**src/sv/assert_macros.svh**
```systemverilog
// Assertion macros shared by the RTL of the pixel converter.
// No dependencies; included by files that carry concurrent checks.
`ifndef ASSERT_MACROS_SVH
`define ASSERT_MACROS_SVH

`ifndef SYNTHESIS

// Property must hold at every clock edge outside reset.
`define RY_ASSERT(label, clk, rst, prop) \
   label: assert property (@(posedge clk) disable iff (rst) (prop)) \
      else $error("assertion failed");

// Condition must never be true at a clock edge outside reset.
`define RY_NEVER(label, clk, rst, cond) \
   label: assert property (@(posedge clk) disable iff (rst) !(cond)) \
      else $error("forbidden condition seen");

`else

`define RY_ASSERT(label, clk, rst, prop)
`define RY_NEVER(label, clk, rst, cond)

`endif

`endif

```
**src/sv/rgb_yuv_pkg.sv**
```systemverilog
// Shared types, constants and helpers for the RGB to YUV 4:2:0 converter.
// No dependencies.
`default_nettype none

package rgb_yuv_pkg;

   localparam int DEF_MAX_WIDTH  = 4096;
   localparam int DEF_MAX_HEIGHT = 4096;

   localparam int CSR_W     = 13;
   localparam int CSR_IDX_W = 1;
   localparam logic [CSR_W-1:0] RESET_WIDTH  = 13'd640;
   localparam logic [CSR_W-1:0] RESET_HEIGHT = 13'd480;

   localparam int MID_DEPTH = 2;
   localparam int OUT_DEPTH = 4;

   localparam int PIX_W  = 8;
   localparam int LIDX_W = 24;
   localparam int CIDX_W = 22;

   // Q16 coefficients, magnitudes only; signs are applied in the adder.
   localparam int COEF_W = 17;
   localparam int PROD_W = PIX_W + COEF_W;
   localparam int SUM_W  = PROD_W + 2;
   localparam logic [COEF_W-1:0] COEF_YR = 17'd19595;
   localparam logic [COEF_W-1:0] COEF_YG = 17'd38470;
   localparam logic [COEF_W-1:0] COEF_YB = 17'd7471;
   localparam logic [COEF_W-1:0] COEF_UR = 17'd9634;
   localparam logic [COEF_W-1:0] COEF_UG = 17'd18940;
   localparam logic [COEF_W-1:0] COEF_UB = 17'd28574;
   localparam logic [COEF_W-1:0] COEF_VR = 17'd40305;
   localparam logic [COEF_W-1:0] COEF_VG = 17'd33751;
   localparam logic [COEF_W-1:0] COEF_VB = 17'd6554;
   localparam logic signed [SUM_W-1:0] CHROMA_OFFSET = 27'sd8388608;

   typedef enum logic [CSR_IDX_W-1:0] {
      CSR_FRAME_WIDTH  = 1'b0,
      CSR_FRAME_HEIGHT = 1'b1
   } csr_index_type;

   typedef struct packed {
      logic [PIX_W-1:0]  red;
      logic [PIX_W-1:0]  green;
      logic [PIX_W-1:0]  blue;
      logic [LIDX_W-1:0] luma_index;
      logic              chroma_valid;
      logic [CIDX_W-1:0] chroma_index;
      logic              frame_last;
   } pixel_type;

   typedef struct packed {
      logic [PIX_W-1:0]  luma;
      logic [LIDX_W-1:0] luma_index;
      logic              chroma_valid;
      logic [PIX_W-1:0]  chroma_u;
      logic [PIX_W-1:0]  chroma_v;
      logic [CIDX_W-1:0] chroma_index;
      logic              frame_last;
   } result_type;

   // Floor of sum / 65536, clamped to 0..255.
   function automatic logic [PIX_W-1:0] floor_clamp(input logic signed [SUM_W-1:0] sum);
      logic [PIX_W-1:0] q;
      if (sum[SUM_W-1]) begin
         q = '0;
      end else if (|sum[SUM_W-2:24]) begin
         q = 8'hFF;
      end else begin
         q = sum[23:16];
      end
      return q;
   endfunction

endpackage

`default_nettype wire

```
**src/sv/rgb_yuv_fifo.sv**
```systemverilog
// Small synchronous FIFO with combinational read of the head entry.
// No dependencies; used for the front/back queue and the result queue.
`default_nettype none

module rgb_yuv_fifo #(
   parameter int WIDTH = 8,
   parameter int DEPTH = 2
) (
   input  wire logic                       clock,
   input  wire logic                       reset,
   input  wire logic                       push,
   input  wire logic [WIDTH-1:0]           din,
   output logic                            full,
   input  wire logic                       pop,
   output logic [WIDTH-1:0]                dout,
   output logic                            empty,
   output logic [$clog2(DEPTH+1)-1:0]      count
);

   localparam int AW = (DEPTH > 1) ? $clog2(DEPTH) : 1;

   logic [WIDTH-1:0] mem [DEPTH];
   logic [AW:0]      wr_ff, wr_in;
   logic [AW:0]      rd_ff, rd_in;
   logic [AW:0]      level;
   logic             do_push, do_pop;

   assign level   = wr_ff - rd_ff;
   assign full    = (level == (AW+1)'(DEPTH));
   assign empty   = (level == '0);
   assign count   = ($clog2(DEPTH+1))'(level);
   assign dout    = mem[rd_ff[AW-1:0]];
   assign do_push = push && !full;
   assign do_pop  = pop && !empty;

   always_comb begin
      wr_in = wr_ff;
      rd_in = rd_ff;
      if (do_push) begin
         wr_in = wr_ff + 1'b1;
      end
      if (do_pop) begin
         rd_in = rd_ff + 1'b1;
      end
   end

   always_ff @(posedge clock) begin
      if (reset) begin
         wr_ff <= '0;
         rd_ff <= '0;
      end else begin
         wr_ff <= wr_in;
         rd_ff <= rd_in;
      end
   end

   always_ff @(posedge clock) begin
      if (do_push) begin
         mem[wr_ff[AW-1:0]] <= din;
      end
   end

endmodule

`default_nettype wire

```
**src/sv/rgb_yuv_front.sv**
```systemverilog
// Front end: frame registers, raster counters and pixel classification.
// Depends on rgb_yuv_pkg.
`default_nettype none

module rgb_yuv_front #(
   parameter int MAX_WIDTH  = rgb_yuv_pkg::DEF_MAX_WIDTH,
   parameter int MAX_HEIGHT = rgb_yuv_pkg::DEF_MAX_HEIGHT
) (
   input  wire logic                                clock,
   input  wire logic                                reset,
   input  wire logic                                csr_write,
   input  wire logic [rgb_yuv_pkg::CSR_IDX_W-1:0]   csr_index,
   input  wire logic [rgb_yuv_pkg::CSR_W-1:0]       csr_data,
   input  wire logic                                req_push,
   input  wire logic [rgb_yuv_pkg::PIX_W-1:0]       req_red,
   input  wire logic [rgb_yuv_pkg::PIX_W-1:0]       req_green,
   input  wire logic [rgb_yuv_pkg::PIX_W-1:0]       req_blue,
   input  wire logic                                q_full,
   output logic                                     q_push,
   output rgb_yuv_pkg::pixel_type                   q_item
);

   localparam int CSR_W = rgb_yuv_pkg::CSR_W;
   localparam int CW    = $clog2(MAX_WIDTH + 1);
   localparam int RW    = $clog2(MAX_HEIGHT + 1);
   localparam int WEW   = (CW > CSR_W) ? CW : CSR_W;
   localparam int HEW   = (RW > CSR_W) ? RW : CSR_W;

   logic [CSR_W-1:0]                  width_ff, width_in;
   logic [CSR_W-1:0]                  height_ff, height_in;
   logic [CW-1:0]                     col_ff, col_in;
   logic [RW-1:0]                     row_ff, row_in;
   logic [rgb_yuv_pkg::LIDX_W-1:0]    lpos_ff, lpos_in;
   logic [rgb_yuv_pkg::CIDX_W-1:0]    cpos_ff, cpos_in;

   logic [WEW-1:0] w_raw, w_eff;
   logic [HEW-1:0] h_raw, h_eff;
   logic           cv, row_end, last, accept;

   // Effective sizes: even, at least 2, at most the built-in limit.
   always_comb begin
      w_raw = WEW'({width_ff[CSR_W-1:1], 1'b0});
      if (w_raw < WEW'(2)) begin
         w_eff = WEW'(2);
      end else if (w_raw > WEW'(MAX_WIDTH)) begin
         w_eff = WEW'(MAX_WIDTH);
      end else begin
         w_eff = w_raw;
      end
      h_raw = HEW'({height_ff[CSR_W-1:1], 1'b0});
      if (h_raw < HEW'(2)) begin
         h_eff = HEW'(2);
      end else if (h_raw > HEW'(MAX_HEIGHT)) begin
         h_eff = HEW'(MAX_HEIGHT);
      end else begin
         h_eff = h_raw;
      end
   end

   assign cv      = !col_ff[0] && !row_ff[0];
   assign row_end = (WEW'(col_ff) + WEW'(1)) >= w_eff;
   assign last    = row_end && ((HEW'(row_ff) + HEW'(1)) >= h_eff);
   assign accept  = req_push && !q_full;
   assign q_push  = accept;

   always_comb begin
      q_item.red          = req_red;
      q_item.green        = req_green;
      q_item.blue         = req_blue;
      q_item.luma_index   = lpos_ff;
      q_item.chroma_valid = cv;
      q_item.chroma_index = cv ? cpos_ff : '0;
      q_item.frame_last   = last;
   end

   always_comb begin
      width_in  = width_ff;
      height_in = height_ff;
      col_in    = col_ff;
      row_in    = row_ff;
      lpos_in   = lpos_ff;
      cpos_in   = cpos_ff;
      if (csr_write) begin
         // Any register write restarts the frame.
         case (rgb_yuv_pkg::csr_index_type'(csr_index))
            rgb_yuv_pkg::CSR_FRAME_WIDTH: begin
               width_in = csr_data;
               col_in   = '0;
               row_in   = '0;
               lpos_in  = '0;
               cpos_in  = '0;
            end
            rgb_yuv_pkg::CSR_FRAME_HEIGHT: begin
               height_in = csr_data;
               col_in    = '0;
               row_in    = '0;
               lpos_in   = '0;
               cpos_in   = '0;
            end
            default: begin
            end
         endcase
      end else if (accept) begin
         if (last) begin
            col_in  = '0;
            row_in  = '0;
            lpos_in = '0;
            cpos_in = '0;
         end else begin
            lpos_in = lpos_ff + 1'b1;
            if (cv) begin
               cpos_in = cpos_ff + 1'b1;
            end
            if (row_end) begin
               col_in = '0;
               row_in = row_ff + 1'b1;
            end else begin
               col_in = col_ff + 1'b1;
            end
         end
      end
   end

   always_ff @(posedge clock) begin
      if (reset) begin
         width_ff  <= rgb_yuv_pkg::RESET_WIDTH;
         height_ff <= rgb_yuv_pkg::RESET_HEIGHT;
         col_ff    <= '0;
         row_ff    <= '0;
         lpos_ff   <= '0;
         cpos_ff   <= '0;
      end else begin
         width_ff  <= width_in;
         height_ff <= height_in;
         col_ff    <= col_in;
         row_ff    <= row_in;
         lpos_ff   <= lpos_in;
         cpos_ff   <= cpos_in;
      end
   end

endmodule

`default_nettype wire

```
**src/sv/rgb_yuv_back.sv**
```systemverilog
// Back end: two-stage color matrix (products, then sums with floor/clamp).
// Depends on rgb_yuv_pkg. Issues only when the result queue has a free slot.
`default_nettype none

module rgb_yuv_back #(
   parameter int OUT_DEPTH = rgb_yuv_pkg::OUT_DEPTH
) (
   input  wire logic                                clock,
   input  wire logic                                reset,
   input  wire logic                                item_valid,
   input  wire rgb_yuv_pkg::pixel_type              item,
   output logic                                     item_take,
   input  wire logic [$clog2(OUT_DEPTH+1)-1:0]      out_level,
   output logic                                     res_valid,
   output rgb_yuv_pkg::result_type                  res
);

   localparam int CW     = $clog2(OUT_DEPTH + 1);
   localparam int PROD_W = rgb_yuv_pkg::PROD_W;
   localparam int SUM_W  = rgb_yuv_pkg::SUM_W;

   logic                   v1_ff, v1_in;
   logic                   v2_ff, v2_in;
   rgb_yuv_pkg::pixel_type meta_ff;
   rgb_yuv_pkg::result_type res_ff, res_in;
   logic [PROD_W-1:0] yr_ff, yg_ff, yb_ff;
   logic [PROD_W-1:0] ur_ff, ug_ff, ub_ff;
   logic [PROD_W-1:0] vr_ff, vg_ff, vb_ff;
   logic [CW:0]       occupancy;
   logic signed [SUM_W-1:0] ys, us, vs;

   // Credit: queued results plus both stages must leave room for one more.
   assign occupancy = {1'b0, out_level} + (CW+1)'(v1_ff) + (CW+1)'(v2_ff);
   assign item_take = item_valid && (occupancy < (CW+1)'(OUT_DEPTH));
   assign v1_in     = item_take;
   assign v2_in     = v1_ff;

   always_comb begin
      ys = $signed({2'b00, yr_ff}) + $signed({2'b00, yg_ff}) + $signed({2'b00, yb_ff});
      us = rgb_yuv_pkg::CHROMA_OFFSET + $signed({2'b00, ub_ff})
           - $signed({2'b00, ur_ff}) - $signed({2'b00, ug_ff});
      vs = rgb_yuv_pkg::CHROMA_OFFSET + $signed({2'b00, vr_ff})
           - $signed({2'b00, vg_ff}) - $signed({2'b00, vb_ff});
      res_in.luma         = rgb_yuv_pkg::floor_clamp(ys);
      res_in.luma_index   = meta_ff.luma_index;
      res_in.chroma_valid = meta_ff.chroma_valid;
      res_in.chroma_u     = meta_ff.chroma_valid ? rgb_yuv_pkg::floor_clamp(us) : '0;
      res_in.chroma_v     = meta_ff.chroma_valid ? rgb_yuv_pkg::floor_clamp(vs) : '0;
      res_in.chroma_index = meta_ff.chroma_index;
      res_in.frame_last   = meta_ff.frame_last;
   end

   always_ff @(posedge clock) begin
      if (reset) begin
         v1_ff <= 1'b0;
         v2_ff <= 1'b0;
      end else begin
         v1_ff <= v1_in;
         v2_ff <= v2_in;
      end
   end

   always_ff @(posedge clock) begin
      if (item_take) begin
         meta_ff <= item;
         yr_ff   <= PROD_W'(item.red)   * PROD_W'(rgb_yuv_pkg::COEF_YR);
         yg_ff   <= PROD_W'(item.green) * PROD_W'(rgb_yuv_pkg::COEF_YG);
         yb_ff   <= PROD_W'(item.blue)  * PROD_W'(rgb_yuv_pkg::COEF_YB);
         ur_ff   <= PROD_W'(item.red)   * PROD_W'(rgb_yuv_pkg::COEF_UR);
         ug_ff   <= PROD_W'(item.green) * PROD_W'(rgb_yuv_pkg::COEF_UG);
         ub_ff   <= PROD_W'(item.blue)  * PROD_W'(rgb_yuv_pkg::COEF_UB);
         vr_ff   <= PROD_W'(item.red)   * PROD_W'(rgb_yuv_pkg::COEF_VR);
         vg_ff   <= PROD_W'(item.green) * PROD_W'(rgb_yuv_pkg::COEF_VG);
         vb_ff   <= PROD_W'(item.blue)  * PROD_W'(rgb_yuv_pkg::COEF_VB);
      end
      if (v1_ff) begin
         res_ff <= res_in;
      end
   end

   assign res_valid = v2_ff;
   assign res       = res_ff;

endmodule

`default_nettype wire

```
**src/sv/rgb_to_yuv420_point_sampled.sv**
```systemverilog
// Top level of the RGB to YUV 4:2:0 converter.
// Depends on rgb_yuv_pkg, rgb_yuv_front, rgb_yuv_fifo, rgb_yuv_back, assert_macros.svh.
`default_nettype none
`include "assert_macros.svh"

// Converts a raster stream of RGB pixels to BT.601-style YUV 4:2:0. Every
// pixel gives luma and its luma-plane index; pixels on even rows and even
// columns also give U and V (point sampled, top-left of each 2x2 block) and
// their chroma-plane index, otherwise those fields read zero. frame_last marks
// the final pixel of the frame. One pixel is accepted every clock cycle while
// the result side keeps popping; a result reaches the result ports through the
// two-entry queue behind the counters, a product stage, a sum and clamp stage,
// then the four-entry result queue. Writing either size register restarts the
// frame; write only while the block is drained.
module rgb_to_yuv420_point_sampled #(
   parameter int MAX_WIDTH  = rgb_yuv_pkg::DEF_MAX_WIDTH,
   parameter int MAX_HEIGHT = rgb_yuv_pkg::DEF_MAX_HEIGHT
) (
   input  wire logic                                clock,
   input  wire logic                                reset,
   input  wire logic                                csr_write,
   input  wire logic [rgb_yuv_pkg::CSR_IDX_W-1:0]   csr_index,
   input  wire logic [rgb_yuv_pkg::CSR_W-1:0]       csr_data,
   input  wire logic                                req_push,
   output logic                                     req_full,
   input  wire logic [rgb_yuv_pkg::PIX_W-1:0]       req_red,
   input  wire logic [rgb_yuv_pkg::PIX_W-1:0]       req_green,
   input  wire logic [rgb_yuv_pkg::PIX_W-1:0]       req_blue,
   output logic                                     rsp_empty,
   input  wire logic                                rsp_pop,
   output logic [rgb_yuv_pkg::PIX_W-1:0]            rsp_luma,
   output logic [rgb_yuv_pkg::LIDX_W-1:0]           rsp_luma_index,
   output logic                                     rsp_chroma_valid,
   output logic [rgb_yuv_pkg::PIX_W-1:0]            rsp_chroma_u,
   output logic [rgb_yuv_pkg::PIX_W-1:0]            rsp_chroma_v,
   output logic [rgb_yuv_pkg::CIDX_W-1:0]           rsp_chroma_index,
   output logic                                     rsp_frame_last
);

   localparam int MID_DEPTH = rgb_yuv_pkg::MID_DEPTH;
   localparam int OUT_DEPTH = rgb_yuv_pkg::OUT_DEPTH;
   localparam int MID_LW    = $clog2(MID_DEPTH + 1);
   localparam int PW        = $bits(rgb_yuv_pkg::pixel_type);
   localparam int RSW       = $bits(rgb_yuv_pkg::result_type);

   logic                                mid_full, mid_empty, front_push, back_take;
   rgb_yuv_pkg::pixel_type              front_item, mid_item;
   logic [PW-1:0]                       mid_dout;
   logic [MID_LW-1:0]                   mid_level;
   logic                                back_valid, out_full;
   rgb_yuv_pkg::result_type             back_res, out_res;
   logic [RSW-1:0]                      out_dout;
   logic [$clog2(OUT_DEPTH+1)-1:0]      out_level;
   logic                                chroma_nz;

   assign req_full = mid_full;

   rgb_yuv_front #(
      .MAX_WIDTH  (MAX_WIDTH),
      .MAX_HEIGHT (MAX_HEIGHT)
   ) u_front (
      .clock     (clock),
      .reset     (reset),
      .csr_write (csr_write),
      .csr_index (csr_index),
      .csr_data  (csr_data),
      .req_push  (req_push),
      .req_red   (req_red),
      .req_green (req_green),
      .req_blue  (req_blue),
      .q_full    (mid_full),
      .q_push    (front_push),
      .q_item    (front_item)
   );

   rgb_yuv_fifo #(
      .WIDTH (PW),
      .DEPTH (MID_DEPTH)
   ) u_mid_q (
      .clock (clock),
      .reset (reset),
      .push  (front_push),
      .din   (front_item),
      .full  (mid_full),
      .pop   (back_take),
      .dout  (mid_dout),
      .empty (mid_empty),
      .count (mid_level)
   );

   assign mid_item = rgb_yuv_pkg::pixel_type'(mid_dout);

   rgb_yuv_back #(
      .OUT_DEPTH (OUT_DEPTH)
   ) u_back (
      .clock      (clock),
      .reset      (reset),
      .item_valid (!mid_empty),
      .item       (mid_item),
      .item_take  (back_take),
      .out_level  (out_level),
      .res_valid  (back_valid),
      .res        (back_res)
   );

   rgb_yuv_fifo #(
      .WIDTH (RSW),
      .DEPTH (OUT_DEPTH)
   ) u_out_q (
      .clock (clock),
      .reset (reset),
      .push  (back_valid),
      .din   (back_res),
      .full  (out_full),
      .pop   (rsp_pop),
      .dout  (out_dout),
      .empty (rsp_empty),
      .count (out_level)
   );

   assign out_res          = rgb_yuv_pkg::result_type'(out_dout);
   assign rsp_luma         = out_res.luma;
   assign rsp_luma_index   = out_res.luma_index;
   assign rsp_chroma_valid = out_res.chroma_valid;
   assign rsp_chroma_u     = out_res.chroma_u;
   assign rsp_chroma_v     = out_res.chroma_v;
   assign rsp_chroma_index = out_res.chroma_index;
   assign rsp_frame_last   = out_res.frame_last;

   assign chroma_nz = |{rsp_chroma_u, rsp_chroma_v, rsp_chroma_index};

   // Credit scheme must keep the result queue from ever overflowing.
   `RY_NEVER(a_out_no_overflow, clock, reset, back_valid && out_full)
   // Back end only takes from a non-empty queue.
   `RY_NEVER(a_take_nonempty, clock, reset, back_take && mid_empty)
   // Front/back queue never holds more than its depth.
   `RY_NEVER(a_mid_bound, clock, reset, mid_level > MID_LW'(MID_DEPTH))
   // Non-chroma results carry zeroed chroma fields.
   `RY_ASSERT(a_chroma_zero, clock, reset, !rsp_empty && !rsp_chroma_valid |-> !chroma_nz)

endmodule

`default_nettype wire

```
**config.mk**
```make
export PLATFORM = sky130hd
export DESIGN_NAME = rgb_to_yuv420_point_sampled
export DESIGN_NICKNAME = d
export VERILOG_FILES = /design/src/sv/rgb_yuv_pkg.sv /design/src/sv/rgb_yuv_fifo.sv /design/src/sv/rgb_yuv_front.sv /design/src/sv/rgb_yuv_back.sv /design/src/sv/rgb_to_yuv420_point_sampled.sv
export VERILOG_INCLUDE_DIRS = /design/src /design/src/sv
export SDC_FILE = /design/constraint.sdc
export NUM_CORES = 2
export LEC_CHECK = 0
export ABC_CLOCK_PERIOD_IN_PS = 14150
export BUFFER_PORTS_ARGS = -buffer_cell sky130_fd_sc_hd__buf_4
export CAP_MARGIN = 40
export CORE_UTILIZATION = 53
export CTS_BUF_LIST = sky130_fd_sc_hd__clkbuf_4 sky130_fd_sc_hd__clkbuf_8
export DETAILED_ROUTE_END_ITERATION = 8
export PLACE_DENSITY = 0.71
export SLEW_MARGIN = 40
export SYNTH_ARGS = -nofsm -noshare
export SYNTH_HDL_FRONTEND = slang
export SYNTH_HIERARCHICAL = 1
export SYNTH_SLANG_ARGS = --single-unit
```
**constraint.sdc**
```tcl
create_clock -name clock -period 14.15 [get_ports clock]
set_clock_uncertainty 0.2 [all_clocks]
set_input_delay 1.415 -clock clock [delete_from_list [all_inputs] [get_ports clock]]
set_output_delay 1.415 -clock clock [all_outputs]
set_load 0.03 [all_outputs]
```
* After elaboration in Yosys (flattened, before gate mapping)
Memories as Yosys holds them, arrays and structs flattened. A register that Yosys moved wholly into a read port is not among the register bits. Cells that the tools add are included.
Storage, ports and cells: register bits after elaboration 429, bits in writable memories 432, memories 2, word-level logic and storage cells 125, output and inout port bits 74
Cells by class: bitwise gates (word level) 2, multiply operators 9, eq/ne operators 2, multiplexer cells 23, magnitude comparators 7, $add $sub $neg 20, reductions and logical operators 28
Memory list:
- u_out_q.mem | words 4, bits a word 72, read ports 1, clocked after memory_dff 1, write ports 1, RTL line rgb_yuv_fifo.sv:22 | logic [WIDTH-1:0] mem [DEPTH];
- u_mid_q.mem | words 2, bits a word 72, read ports 1, clocked after memory_dff 1, write ports 1, RTL line rgb_yuv_fifo.sv:22
Operator list (number):
- $mux 13 | 8
- $mux 22 | 3
- $mul 8x13->21 const B | 3
- $mul 8x16->24 const B | 2
- $mul 8x15->23 const B | 2
- $add 27x22->27 | 1
- $sub 27x22->27 | 1
- $sub 27x23->27 | 1
- $sub 27x24->27 | 1
- $sub 27x25->27 | 1
- $add 13x1->13 const B | 2
- $ge 13x13->1 | 2
- $gt 13x13->1 const B | 2
- $lt 13x2->1 const B | 2
- $add 23x24->25 | 1
- $add 24x23->25 const A | 1
- $add 24x24->25 const A | 1
- $add 24x1->24 const B | 1
- $mux 24 | 1
- $mux 8 | 3
- $add 22x1->22 const B | 1
- $mul 8x14->22 const B | 1
- $mul 8x12->20 const B | 1
- $reduce_or 2->1 | 6
- 18 further kinds | 43

* Logic depth before layout (Yosys ltp)
depth after elaboration 8, gate-level depth with buffers 21

* Cells and area by module
Netlist, hierarchy kept.
By module, submodules not included:
- rgb_yuv_back | instances 1, sequential area each 9108.7 um^2, area an instance 28946.5 um^2, cells each 2618
- rgb_yuv_fifo (u_out_q) | instances 1, sequential area each 8808.4 um^2, area an instance 10869.2 um^2, cells each 432
- rgb_yuv_front | instances 1, sequential area each 1921.8 um^2, area an instance 5575.3 um^2, cells each 740
- rgb_yuv_fifo (u_mid_q) | instances 1, sequential area each 4424.2 um^2, area an instance 5480.3 um^2, cells each 263
- rgb_to_yuv420_point_sampled | instances 1, sequential area each 0.0 um^2, area an instance 3.8 um^2, cells each 1

* Worst setup path after synthesis
OpenSTA, ideal clock, no wires.
path type reg-to-reg, start register u_back.v1_ff, end register u_mid_q.rd_ff[1], arrival 13828 ps, path slack -25 ps, data required time 13803 ps, setup time 147 ps, cell stages (with the launch flop) 6, cells stage by stage dfxtp_1 a21o_1 a21oi_1 nand2_1 mux2i_1 a21oi_1
Between the ends: word-level cells in the longest chain between the ends 5
RTL lines:
- from (decl) | RTL line rgb_yuv_back.sv:22 | logic v1_ff, v1_in;
- from (signal assigned) | RTL line rgb_yuv_back.sv:58 | v1_ff <= v1_in;
- $add 3x1->4 | RTL line rgb_yuv_back.sv:33 | assign occupancy = {1'b0, out_level} + (CW+1)'(v1_ff) + (CW+1)'(v2_ff);
- $add 4x1->4 | RTL line rgb_yuv_back.sv:33
- $lt 4x3->1 | RTL line rgb_yuv_back.sv:34 | assign item_take = item_valid && (occupancy < (CW+1)'(OUT_DEPTH));
- $logic_and 1x1->1 | RTL line rgb_yuv_back.sv:34
- named net back_take | RTL line rgb_to_yuv420_point_sampled.sv:46 | logic mid_full, mid_empty, front_push, back_take;
- $logic_and 1x1->1 | RTL line rgb_yuv_fifo.sv:34 | assign do_pop = pop && !empty;
- to (signal assigned) | RTL line rgb_yuv_fifo.sv:53 | rd_ff <= rd_in;
- to (decl) | RTL line rgb_yuv_fifo.sv:24 | logic [AW:0] rd_ff, rd_in;
The timed path passes the listed nets, and every way through them passes these cells. A chain may end at the register's enable or synchronous reset.

==> results_dict.tcl <==
set metrics [dict create \
    status "complete, no violations" \
    clockBufferDepth 3 \
    maxCapViolCount 0 \
    num_vias 30920 \
    cts_tree "built" \
    initial_utilization 0.5354 \
    crit_top_cell "fa_1" \
    path_clk_slew_ns 0.06 \
    cp_data_required_time_ns 14.52 \
    timing.setup.tns_ns 0 \
    drc 0 \
    hold_path_class "reg2reg" \
    die_y_um 311.8 \
    cp_top_family "adder cells" \
    overflow 0 \
    fp.dieArea_um2 97220 \
    insertion_delay_ns 0.83 \
    post_cts.repair.setup_buffers 0 \
    drt_iter0_markers 2043 \
    place_hpwl_um 77940 \
    start_kind "register" \
    drive_above_1_share 0.1342 \
    fmax_mhz 144.2 \
    cts_root_buf "clkbuf_8" \
    cp.buffers_inverters 3 \
    wl_um 105200 \
    ioPinCount 117 \
    die_x_um 311.8 \
    synth_area_um2 50870 \
    synthesis.nets 4888 \
    port_buffers 115 \
    area_growth_pct 10.06 \
    clock-sinks 845 \
    viasPerCell 5.504 \
    rsz0062_at_grt "no" \
    cts_hold_buf 0 \
    fin_crit_sh 0.4902 \
    cpPeakStageDelay_ns 0.80 \
    period_needed_ns 6.936 \
    row_count 113 \
    setup_viol 0 \
    worst_slew_pin_slew_ns 0.8631 \
    min_from "u_back/meta_ff[32]$_DFFE_PP_" \
    postRouteAntennaNets 0 \
    place_congestion 0.9200 \
    path_class "reg2reg" \
    coreArea_um2 95010 \
    grt_start_max_net_pins 116 \
    hold_violations 0 \
    grt_antenna_before_repair 1 \
    cts_resized 0 \
    critPathCaptureType "register" \
    cp_cell_sequence "buf_4 > mux2_2 > fa_1 > inv_1 > fa_1 > fa_1 > inv_1 > fa_1 > ha_1 > o21a_1 > o31ai_1 > a2111oi_0 > nor2_1 > a211oi_1 > a41o_1 > o41a_1 > xor2_1" \
    final_cell_mix "edfxtp_1 (734), ha_1 (563), inv_1 (520), nand2_1 (241), fa_1 (229)" \
    rr_worst_depth 17 \
    holdPathStages 0 \
    slew_violations 0 \
    htreeDepth 4 \
    slew_headroom 0.4246 \
    grt_pass1_wl_um 167900 \
    reg2reg_slack_ns 7.21 \
    drtPass1Iterations 5 \
    cp.arrival_ns 7.30 \
    syn_area_per_cell_um2 12.55 \
    layout_commonest_cell "edfxtp_1" \
    cts_buffers 139 \
    netlist_instances 4053 \
    wire_per_inst_um 18.73 \
    grt_use_total 0.2217 \
    yosys_warnings 6 \
    cp_max_fo 31 \
    r2r-end "u_back/ub_ff[21]$_DFFE_PP_" \
    holdPathEnd "u_back/res[48]$_DFFE_PP_" \
    layout.nets 5077 \
    first_global_vias 31590 \
    slowest_stage "fa_1" \
]
-- worst max path at each step --
stage,to,startpoint,slack [ns],depth (start not counted)
2_1_floorplan,u_mid_q/rd_ff[1]$_SDFFE_PP0P_,u_out_q/wr_ff[0]$_SDFFE_PP0P_,5.15,8
3_3_place_gp,u_back/ub_ff[21]$_DFFE_PP_,register,7.19,17
3_5_place_dp,u_back/ub_ff[21]$_DFFE_PP_,register,7.24,17
4_1_cts,u_back/ub_ff[21]$_DFFE_PP_,register,7.19,17
5_1_grt,u_back/ub_ff[21]$_DFFE_PP_,register,6.82,17
6_report,u_back/ub_ff[21]$_DFFE_PP_,register,7.21,17
-- per-layer routing --
| metal | track usage | vias up | share of wire |
|---|---|---|---|
| li1 | - | 14920 | - |
| met1 | 0.3019 | 15170 | 0.46 |
| met2 | 0.3602 | 694 | 0.47 |
| met3 | 0.04080 | 137 | 0.050 |
| met4 | 0.07074 | 0 | 0.020 |
| met5 | 0 | - | 0 |
-- worst reg2reg max path: stages, from the launching register on --
cell	delay, ns
dfxtp_4	0.53
buf_4	0.54
mux2_2	0.54
fa_1	0.81
inv_1	0.18
fa_1	0.51
fa_1	0.57
inv_1	0.06
fa_1	0.48
ha_1	0.34
o21a_1	0.13
o31ai_1	0.10
a2111oi_0	0.66
nor2_1	0.16
a211oi_1	0.36
a41o_1	0.27
o41a_1	0.17
xor2_1	0.07
-- final cells by class --
type	count	area (µm²)
diodes	1	2.502
fillers	7604	39030
well taps	1265	1583
multi-input cells	2596	24210
repair buffers	138	1129
clock buffers	188	2306
flip-flops and latches	845	24280
inverters	522	1959
clock inverters	63	516.7
-- metrics by stage --
stage	hold slack (ns)	setup slack (ns)	instances	area [µm²]	utilization
4_1_cts	0.2047	7.187	5614	55910	0.5885
3_5_place_dp	0.2045	7.235	5363	53090	0.5588
3_3_place_gp	0.2023	7.186	5361	53030	0.5582
5_1_grt	0.2084	6.823	5618	55980	0.5892
2_1_floorplan	0.2003	5.151	4053	50870	-
6_report	0.2020	7.214	5618	55980	0.5892
-- flip-flops by register name (all words and copies together) (netlist names), 13 cells and up, named ones only --
name	cells
u_out_q/mem	288
u_mid_q/mem	144
u_back/res	72
u_back/meta_ff	48
u_back/vg_ff	24
u_back/vr_ff	24
u_front/lpos_ff	24
u_back/yr_ff	22
u_front/cpos_ff	22
u_back/ub_ff	21
u_back/yg_ff	21
u_back/vb_ff	20
u_back/ug_ff	18
u_back/ur_ff	16
u_back/yb_ff	16
u_front/col_ff	13
u_front/row_ff	13
Power is left out: the tool's default activity adds up to more than one toggle a clock period on the data nets, which glitch-free logic cannot reach.
